**config.mk**
```make
export PLATFORM = sky130hd
export DESIGN_NAME = abridged_length_deframer
export DESIGN_NICKNAME = d
export VERILOG_FILES = /design/src/rtl/ald_pkg.sv /design/src/rtl/abridged_length_deframer.sv
export SDC_FILE = /design/constraint.sdc
export NUM_CORES = 1
export LEC_CHECK = 0
export ABC_AREA = 1
export BUFFER_PORTS_ARGS = -buffer_cell sky130_fd_sc_hd__clkbuf_2
export CAP_MARGIN = 10
export CORE_AREA = 2 2 140 142
export CTS_CLUSTER_DIAMETER = 120
export DETAILED_ROUTE_END_ITERATION = 6
export DIE_AREA = 0 0 142 144
export PLACE_DENSITY = 0.76
export SLEW_MARGIN = 20
export SYNTH_ARGS = -nofsm -noshare
export SYNTH_HDL_FRONTEND = slang
export SYNTH_SLANG_ARGS = --single-unit
```
**constraint.sdc**
```tcl
create_clock -name clk -period 8.4 [get_ports clk]
set_input_delay 0.42 -clock clk [delete_from_list [all_inputs] [get_ports clk]]
set_output_delay 0.42 -clock clk [all_outputs]
set_load 0.01 [all_outputs]
```
**src/rtl/ald_pkg.sv**
```systemverilog
`timescale 1ns / 1ps
`default_nettype none

package ald_pkg;

	typedef enum logic [1:0] {
		KIND_PAYLOAD = 2'd0,
		KIND_CODE    = 2'd1,
		KIND_FRAMING = 2'd2
	} result_kind_t;

	localparam logic [7:0]  LONG_MARK     = 8'h7f;
	localparam logic [26:0] MIN_TOTAL     = 27'd5;
	localparam logic [26:0] MAX_PKT_RESET = 27'd67108864;
	localparam logic [2:0]  SHORT_HDR_LEN = 3'd1;
	localparam logic [2:0]  LONG_HDR_LEN  = 3'd4;
	localparam logic [1:0]  LAST_HDR_POS  = 2'd3;

endpackage

`default_nettype wire

```
**src/rtl/abridged_length_deframer.sv**
```systemverilog
// Length-prefixed packet splitter for a decrypted byte stream.
// Input stream (s_axis_*): one byte per request, taken when tvalid and tready are high.
// Output stream (m_axis_*): at most one result per input byte. tuser carries the
// result kind (payload byte, error packet code, framing error), tlast marks the
// final result of a packet, and tdata carries the payload byte and the 32-bit
// signed code of a one-word packet.
// Configuration: cfg_wr_en writes cfg_wr_data as the largest total packet length,
// header included. Write it only while the block is idle.
// Path: an accepted byte goes into the input register and is evaluated from there,
// and its result goes into the result register that drives m_axis_*.
// Throughput: one byte per cycle unless the receiver stalls (see Stall); each byte
// only updates the small header and payload counters between the two registers.
// Reset: the limit returns to 2^26 bytes and the block waits for a header.
// After a framing error the block keeps taking bytes but gives no result
// until the next reset.
// Stall: when the receiver holds tready low, the result register holds, the
// input register fills, and then s_axis_tready drops until the result is taken.
`timescale 1ns / 1ps
`default_nettype none

module abridged_length_deframer (
	input  wire logic        clk,
	input  wire logic        arst_n,
	// configuration
	input  wire logic        cfg_wr_en,
	input  wire logic [26:0] cfg_wr_data,
	// input stream
	input  wire logic        s_axis_tvalid,
	output logic             s_axis_tready,
	input  wire logic [7:0]  s_axis_tdata,   // [7:0] data_byte
	// output stream
	output logic             m_axis_tvalid,
	input  wire logic        m_axis_tready,
	output logic [39:0]      m_axis_tdata,   // [7:0] payload_byte, [39:8] error_code
	output logic [1:0]       m_axis_tuser,   // [1:0] result_kind
	output logic             m_axis_tlast    // last_of_packet
);
	import ald_pkg::*;

	logic [26:0]  max_pkt_q;
	logic         valid_s1;
	logic [7:0]   byte_s1;
	logic         valid_s2;
	result_kind_t kind_s2;
	logic [7:0]   byte_s2;
	logic         last_s2;
	logic [31:0]  code_s2;
	logic         advance;

	logic [1:0]  hdr_pos_q, hdr_pos_d;
	logic        long_q, long_d;
	logic [23:0] wc_q, wc_d;
	logic [25:0] left_q, left_d;
	logic        err_q, err_d;
	logic [31:0] gather_q, gather_d;
	logic        fatal_q, fatal_d;

	logic         res_valid;
	result_kind_t res_kind;
	logic [7:0]   res_byte;
	logic         res_last;
	logic [31:0]  res_code;
	logic [25:0]  left_dec;
	logic [1:0]   code_pos;
	logic [31:0]  gather_mrg;
	logic         hdr_done;
	logic [23:0]  count;
	logic [2:0]   hdr_len;
	logic [26:0]  total;
	logic         bad_len;

	assign advance       = valid_s1 && (!valid_s2 || m_axis_tready);
	assign s_axis_tready = !valid_s1 || advance;

	assign left_dec   = left_q - 26'd1;
	assign code_pos   = ~left_dec[1:0];
	assign gather_mrg = gather_q | ({24'd0, byte_s1} << {code_pos, 3'b000});
	assign total      = {1'b0, count, 2'b00} + {24'd0, hdr_len};
	assign bad_len    = (total < MIN_TOTAL) || (total > max_pkt_q);

	always_comb begin
		hdr_pos_d = hdr_pos_q;
		long_d    = long_q;
		wc_d      = wc_q;
		left_d    = left_q;
		err_d     = err_q;
		gather_d  = gather_q;
		fatal_d   = fatal_q;
		res_valid = 1'b0;
		res_kind  = KIND_PAYLOAD;
		res_byte  = 8'd0;
		res_last  = 1'b0;
		res_code  = 32'd0;
		hdr_done  = 1'b0;
		count     = 24'd0;
		hdr_len   = SHORT_HDR_LEN;
		if (!fatal_q) begin
			if (left_q != 26'd0) begin
				left_d = left_dec;
				if (err_q) begin
					gather_d = gather_mrg;
					if (left_dec == 26'd0) begin
						err_d     = 1'b0;
						res_valid = 1'b1;
						res_kind  = KIND_CODE;
						res_last  = 1'b1;
						res_code  = gather_mrg;
					end
				end else begin
					res_valid = 1'b1;
					res_byte  = byte_s1;
					res_last  = (left_dec == 26'd0);
				end
			end else if (long_q) begin
				if (hdr_pos_q == LAST_HDR_POS) begin
					count    = {byte_s1, wc_q[15:0]};
					wc_d     = count;
					hdr_len  = LONG_HDR_LEN;
					hdr_done = 1'b1;
				end else begin
					case (hdr_pos_q)
						2'd1:    wc_d = wc_q | {16'd0, byte_s1};
						2'd2:    wc_d = wc_q | {8'd0, byte_s1, 8'd0};
						default: wc_d = wc_q;
					endcase
					hdr_pos_d = hdr_pos_q + 2'd1;
				end
			end else if (byte_s1 == LONG_MARK) begin
				long_d    = 1'b1;
				hdr_pos_d = 2'd1;
				wc_d      = 24'd0;
			end else begin
				// zero and high marks give a zero count, which fails the minimum length as a framing error
				count    = (byte_s1 != 8'd0 && byte_s1 < LONG_MARK) ? {16'd0, byte_s1} : 24'd0;
				hdr_done = 1'b1;
			end

			if (hdr_done) begin
				long_d    = 1'b0;
				hdr_pos_d = 2'd0;
				if (bad_len) begin
					fatal_d   = 1'b1;
					res_valid = 1'b1;
					res_kind  = KIND_FRAMING;
				end else begin
					left_d   = {count, 2'b00};
					err_d    = (count == 24'd1);
					gather_d = 32'd0;
				end
			end
		end
	end

	always_ff @(posedge clk or negedge arst_n) begin
		if (!arst_n) begin
			max_pkt_q <= MAX_PKT_RESET;
			valid_s1  <= 1'b0;
			valid_s2  <= 1'b0;
			hdr_pos_q <= 2'd0;
			long_q    <= 1'b0;
			wc_q      <= 24'd0;
			left_q    <= 26'd0;
			err_q     <= 1'b0;
			gather_q  <= 32'd0;
			fatal_q   <= 1'b0;
		end else begin
			if (cfg_wr_en) begin
				max_pkt_q <= cfg_wr_data;
			end
			if (s_axis_tready) begin
				valid_s1 <= s_axis_tvalid;
			end
			if (advance) begin
				hdr_pos_q <= hdr_pos_d;
				long_q    <= long_d;
				wc_q      <= wc_d;
				left_q    <= left_d;
				err_q     <= err_d;
				gather_q  <= gather_d;
				fatal_q   <= fatal_d;
				valid_s2  <= res_valid;
			end else if (m_axis_tready) begin
				valid_s2 <= 1'b0;
			end
		end
	end

	always_ff @(posedge clk) begin
		if (s_axis_tready && s_axis_tvalid) begin
			byte_s1 <= s_axis_tdata;
		end
		if (advance) begin
			kind_s2 <= res_kind;
			byte_s2 <= res_byte;
			last_s2 <= res_last;
			code_s2 <= res_code;
		end
	end

	assign m_axis_tvalid = valid_s2;
	assign m_axis_tdata  = {code_s2, byte_s2};
	assign m_axis_tuser  = kind_s2;
	assign m_axis_tlast  = last_s2;

`ifndef SYNTHESIS
	a_fatal_sticky: assert property (@(posedge clk) disable iff (!arst_n)
		fatal_q |=> fatal_q)
		else $error("framing error latch cleared without reset");

	a_framing_latches: assert property (@(posedge clk) disable iff (!arst_n)
		(advance && res_valid && res_kind == KIND_FRAMING) |=> fatal_q)
		else $error("framing error issued without latching");

	a_code_is_last: assert property (@(posedge clk) disable iff (!arst_n)
		(m_axis_tvalid && m_axis_tuser == KIND_CODE) |-> m_axis_tlast)
		else $error("error packet code not marked last");

	a_no_header_in_payload: assert property (@(posedge clk) disable iff (!arst_n)
		(left_q != 26'd0) |-> !long_q)
		else $error("long header active inside a payload");

	a_err_pkt_short: assert property (@(posedge clk) disable iff (!arst_n)
		err_q |-> (left_q <= 26'd4))
		else $error("error packet longer than one word");
`endif

endmodule

`default_nettype wire
```
---- After elaboration in Yosys (flattened, before gate mapping) ----
Index checks and enable logic that the tools add are counted.
word-level totals
  logic and storage cells ................. 121
  flip-flop bits (word level) ............. 167
  input bits .............................. 40
  output and inout port bits .............. 45
cells by class
  equality and inequality tests ........... 10
  reduce and logical (&&, ||, !) cells .... 22
  multiplexer cells ....................... 58
  add/subtract/negate cells ............... 3
  shift-type cells ........................ 1
  order comparisons ....................... 3
  bitwise gates (word level) .............. 8
operator list
  kind                                                                   count
  24-bit two-way mux                                                     8
  32-bit two-way mux                                                     4
  26-bit two-way mux                                                     3
  24-bit one-hot mux with 2 select lines                                 1
  32-bit bitwise OR                                                      1
  8-bit by 5-bit << shifter with 32-bit output                           1
  1-bit two-way mux                                                      29
  26-bit by 3-bit adder with 27-bit output                               1
  27-bit > comparator                                                    1
  27-bit by 3-bit < comparator with 1-bit output, second input constant  1
  26-bit zero test                                                       1
  26-bit nonzero test                                                    1
  26-bit by 1-bit subtractor with 26-bit output, second input constant   1
  24-bit by 1-bit == test with 1-bit output, second input constant       1
  24-bit by 16-bit bitwise OR with 24-bit output                         1
  24-bit by 8-bit bitwise OR with 24-bit output                          1
  8-bit two-way mux                                                      2
  2-bit two-way mux                                                      7
  3-bit two-way mux                                                      4
  5-bit AND reduction                                                    2
  8-bit by 7-bit == test with 1-bit output, second input constant        1
  8-bit by 7-bit < comparator with 1-bit output, second input constant   1
  8-bit nonzero test                                                     1
  6-bit AND reduction                                                    1
  other kinds (20)                                                       30

---- Depth between registers and ports, before layout ----
  depth in word-level cells ............... 15
  depth in mapped cells ................... 37
  gate-level depth less buffers ........... 35

---- Worst setup path before layout ----
No wires, ideal clock.
  path kind ............................... reg2reg
  start point ............................. reg left_q[0]
  end point ............................... reg gather_q[17]
  clock period less this slack ............ 6.127 ns
  slack ................................... 2.273 ns
  buffers on the path ..................... 4
  arrival ................................. 6.016 ns
  cell stages (with the launch flop) ...... 33
  setup time .............................. 0.111 ns
  data required time ...................... 8.289 ns
  path through ............................ dfrtp_1 buf_2 inv_2 clkbuf_1 ha_1 nand2_2 nor2_4 inv_2 nor2_2 nand2_2 nor2_4 nand2_1 a21oi_1 ha_1 ha_1 clkbuf_1 inv_1 nor2_1 nand2_1 nor4_2 inv_1 nor3_1 nand2_1 xor2_1 ha_1 nand2_1 nor4_1 inv_1 o41ai_2 nand4_4 buf_12 nand2_2 inv_2
between the ends
  cells in the longest elaborated chain, start to end .. 9
  elaborated cells on any way between the ends .. 20
  classes of those cells .................. add/sub (2); order compare (2); shift (1); mux (11); bitwise (2); reduce/logical (2)
ends and longest elaborated chain
  element                                                                                line                             text
  from (decl)                                                                            abridged_length_deframer.sv:53   logic [25:0] left_q, left_d;
  from (signal assigned)                                                                 abridged_length_deframer.sv:177  left_q <= left_d;
  26-bit nonzero test                                                                    abridged_length_deframer.sv:98   if (left_q != 26'd0) begin
  24-bit two-way mux                                                                     abridged_length_deframer.sv:98
  24-bit two-way mux (2 in a row)                                                        abridged_length_deframer.sv:97   if (!fatal_q) begin
  26-bit by 3-bit adder with 27-bit output                                               abridged_length_deframer.sv:78   assign total = {1'b0, count, 2'b00} + {24'd0, hdr_len};
  27-bit by 3-bit < comparator with 1-bit output or 27-bit > comparator (tied branches)  abridged_length_deframer.sv:79   assign bad_len = (total < MIN_TOTAL) || (total > max_pkt_q);
  1-bit logical OR                                                                       abridged_length_deframer.sv:79
  32-bit two-way mux                                                                     abridged_length_deframer.sv:141  if (bad_len) begin
  32-bit two-way mux *                                                                   abridged_length_deframer.sv:138  if (hdr_done) begin
  to (signal assigned)                                                                   abridged_length_deframer.sv:179  gather_q <= gather_d;
  to (decl)                                                                              abridged_length_deframer.sv:55   logic [31:0] gather_q, gather_d;
Mark *: on every way between the ends. The rest lies on a longest branch, timed or not. The select of a mux whose other input is x is not followed.
A chain may end at the register's enable or synchronous reset.

---- Final worst setup path ----
  start point ............................. reg left_q[0]
  end point ............................... reg left_q[24]
between the ends
  cells in the longest elaborated chain, start to end .. 9
  elaborated cells on any way between the ends .. 16
  classes of those cells .................. add/sub (2); order compare (2); mux (10); reduce/logical (2)
ends and longest elaborated chain
  element                                                                                line
  26-bit nonzero test                                                                    abridged_length_deframer.sv:98
  24-bit two-way mux                                                                     abridged_length_deframer.sv:98
  24-bit two-way mux (2 in a row)                                                        abridged_length_deframer.sv:97
  26-bit by 3-bit adder with 27-bit output                                               abridged_length_deframer.sv:78
  27-bit by 3-bit < comparator with 1-bit output or 27-bit > comparator (tied branches)  abridged_length_deframer.sv:79
  1-bit logical OR                                                                       abridged_length_deframer.sv:79
  26-bit two-way mux                                                                     abridged_length_deframer.sv:141
  26-bit two-way mux *                                                                   abridged_length_deframer.sv:138
Marked as above.

==> flow_summary_export.csv <==
group,metric,value,unit
status,status,"completed",
grt,grt_pass1_vias,9174,
timing,period_minus_slack,6970,ps
power,p_leak,6.13,nW
yosys,ys_types,51,
timing,fin_skew,12.1,ps
timing,worst_pin_slew,1140,ps
clock_tree,hold_buffers,0,
yosys,synth_warnings,0,
power,cellPowerDensity,147,nW/um2
flow_run,maxCapViolations,0,
yosys,synth_area,10700,um2
grt,overflow,0,
layout,multi_input_area,5250,um2
setup_path,crit_top_cell,"ha_1",
timing,setup_viol_count_final,0,
setup_path,worstSetupPathType,"reg2reg",
place,port_buffers,84,
timing,fmax,143,MHz
floorplanning,die_w,142,um
drt,wl_met1,12100,um
floorplanning,die_area,20400,um2
timing,setup_ws,1430,ps
clock_tree,clock_latency,440,ps
layout,n_antenna_cell,0,
timing,fin_crit_sh,0.830,
drt,top_layer_used,"met5",
setup_path,required,8730,ps
yosys,ys_ff_latch,159,
grt,grt_max_degree,58,
layout,seq_area,4240,um2
setup_path,crit_arrival,7300,ps
yosys,synth.avg_cell_area,7.58,um2
place,place_congestion,0.925,
grt,grt_antenna_before_repair,1,
drt,routed-wl-met2,13100,um
setup_path,cp_top_family,"simple AND/OR/NAND/NOR gates",
place,dp_slack,1460,ps
drt,drc,0,
floorplanning,io_pins,85,
setup_path,end_kind,"register",
yosys,synthesis.nets,1491,
yosys,synth-edff-count,51,
setup_path,cp_slowest_stage_delay,610,ps
grt,grt_pass1_wl,46300,um
layout,drive_gt1_frac,0.188,
setup_path,reg2reg_slack,1430,ps
drt,firstDrtPassIters,6,
drt,drt-initial-drc-count,917,
place,place_hpwl,19900,um
drt,drt-total-wl,28200,um
setup_path,rr_worst_depth,31,
drt,ant_nets,0,
floorplanning,initial_core_util,0.563,
timing,fin_tns_setup,0,ps
grt,grt.total_usage,0.289,
clock_tree,htree_levels,4,
yosys,synth-seq-area-share,0.394,
layout,fin_area,11800,um2
power,peakVddDrop,0.129,mV
clock_tree,cts_sinks,159,
yosys,netlist_instances,1418,
setup_path,crit_cells,31,
clock_tree,cts_tree,"yes",
setup_path,reg2reg_to,"left_q[24]",
drt,via_per_inst,5.52,
setup_path,rr_startpoint,"left_q[0]",
clock_tree,post_cts_buffers,0,
place,place_area,11200,um2
setup_path,critPathSlowestCell,"nand4_4",
setup_path,crit_start,"left_q[0]",
drt,wl_met3,2130,um
clock_tree,cts_inserted_buffers,17,
min_path,hold_path_class,"in2async",
layout,finalNetCount,1545,
layout,final_util,0.618,
clock_tree,cts.clk_slew.worst_paths,70,ps
timing,max_slew_margin,0.240,
drt,vias,9514,
floorplanning,die_h,144,um
timing,rsz0062_at_grt,"no",
clock_tree,clockRootBuffer,"clkbuf_16",
setup_path,crit_path_end,"left_q[24]",
setup_path,cp-start-kind,"register",
timing,hold_viol,0,
timing,drv_slew,0,
setup_path,cp_max_fo,35,
floorplanning,coreArea,19100,um2
yosys,yosys_most_used_dff,"dfrtp_1",
setup_path,critPathBufInv,6,
yosys,async_flop_share,0.679,
clock_tree,clk_path_buf_depth,2,
floorplanning,num_rows,51,
drt,wl_per_cell,16.4,um
layout,nFillCells,1677,
layout,area_delta_synth_final,9.73,%
clock_tree,postCtsResizedCells,0,
## layer usage
layer / GRT usage / up-vias
met5: 0 / -
met4: 0.111 / 2
met3: 0.0636 / 67
met2: 0.468 / 378
met1: 0.381 / 4397
li1: - / 4670
## cell usage in the layout, fill, tap and decap left out, types with 5 or more instances in the layout
master | synthesis | final
o21ai_0 | 66 | 66
xor2_1 | 35 | 35
inv_6 | 0 | 5
nor4_1 | 11 | 11
nand3_1 | 76 | 76
o21bai_2 | 20 | 20
dfrtp_1 | 107 | 107
ha_1 | 33 | 33
buf_4 | 4 | 8
xnor2_1 | 11 | 11
o31ai_1 | 9 | 9
clkbuf_2 | 0 | 83
o21ai_1 | 5 | 5
inv_2 | 42 | 42
nor2_4 | 10 | 10
nand2_2 | 46 | 47
nor2_2 | 19 | 19
inv_1 | 198 | 198
a21oi_1 | 67 | 67
nand4_1 | 41 | 41
edfxtp_1 | 51 | 51
nor3_1 | 40 | 40
clkbuf_16 | 0 | 17
nand2_1 | 273 | 272
a31oi_1 | 8 | 8
nor2_1 | 155 | 155
## state kept, by name (all words and copies together), names as in the netlist
register       count
byte_s1            8
m_axis_tvalid      1
wc_q              16
m_axis_tlast       1
fatal_q            1
err_q              1
left_q            26
gather_q          32
valid_s1           1
code_s2           32
long_q             1
byte_s2            8
hdr_pos_q          2
m_axis_tuser       2
max_pkt_q         27
## layout make-up
class                      count  area share
clock buffer                  19      0.0384
clock inverter                13      0.0141
inverter                     243      0.0774
multi-input combinational    960       0.445
sequential                   159       0.359
tap                          238      0.0253
timing repair buffer          91      0.0403
## where the power goes
group	total, mW	internal (mW)	switching (mW)
sequential	0.830	0.815	0.0154
clock	0.823	0.467	0.356
combinational	0.0815	0.0229	0.0587
total	1.73	1.30	0.430
## logic make-up (layout without fill, tap and decap cells)
family,count (synthesis),after routing,synth area share
AOI/OAI and AO/OA,190,190,0.108
buffers and inverters,299,366,0.118
muxes,1,1,0.00105
xor gates and xnor gates,46,46,0.0375
DFF,159,159,0.394
adders and majority gates,33,33,0.0384
and+or+nand+nor,690,690,0.303
## worst reg2reg max path: cells and delay by family (launching register included)
| family | cells | cell delay [ps] |
|---|---|---|
| AND/OR/NAND/NOR | 13 | 2800 |
| AO/OA/AOI/OAI | 7 | 1330 |
| adder cells (fa/ha/maj) | 4 | 1240 |
| buffers and inverters | 6 | 930 |
| flip-flops | 1 | 400 |
| XOR/XNOR | 1 | 160 |
## how the worst min path moves through the flow
stage | start | to | slack (ps) | cells after the start
global route | arst_n | max_pkt_q[1] | 70 | 1
finish | arst_n | max_pkt_q[1] | 30 | 1
global placement | gather_q[9] | gather_q[9] | 500 | 2
CTS | arst_n | max_pkt_q[24] | 60 | 1
detailed placement | gather_q[8] | gather_q[8] | 490 | 2
floorplan | arst_n | err_q | 120 | 0
## synthesized netlist by cell type (10+ instances only)
cell type / instances / share of area
nand3_1: 76 / 0.035
nor2_1: 155 / 0.054
edfxtp_1: 51 / 0.14
buf_2: 16 / 0.0075
xor2_1: 35 / 0.029
nor2_2: 19 / 0.011
inv_2: 42 / 0.015
nor3_1: 40 / 0.019
o21bai_2: 20 / 0.021
nor4_1: 11 / 0.0064
nand2_2: 46 / 0.027
inv_1: 198 / 0.069
xnor2_1: 11 / 0.0090
a21oi_1: 67 / 0.031
ha_1: 33 / 0.038
clkbuf_1: 29 / 0.010
nand2_1: 273 / 0.095
nand4_1: 41 / 0.024
dfrtp_1: 107 / 0.25
nor2_4: 10 / 0.010
o21ai_0: 66 / 0.031
## metrics by stage
| stage | hold slack, ps | power (mW) | instances |
|---|---|---|---|
| floorplan | 124 | 0.885 | 1418 |
| detailed placement | 491 | 0.926 | 1691 |
| finish | 28.9 | 1.73 | 1723 |
| CTS | 55.7 | 1.74 | 1723 |
| global placement | 496 | 0.924 | 1691 |
| global route | 74.6 | 1.79 | 1723 |
Power figures use the tool's default switching activity.
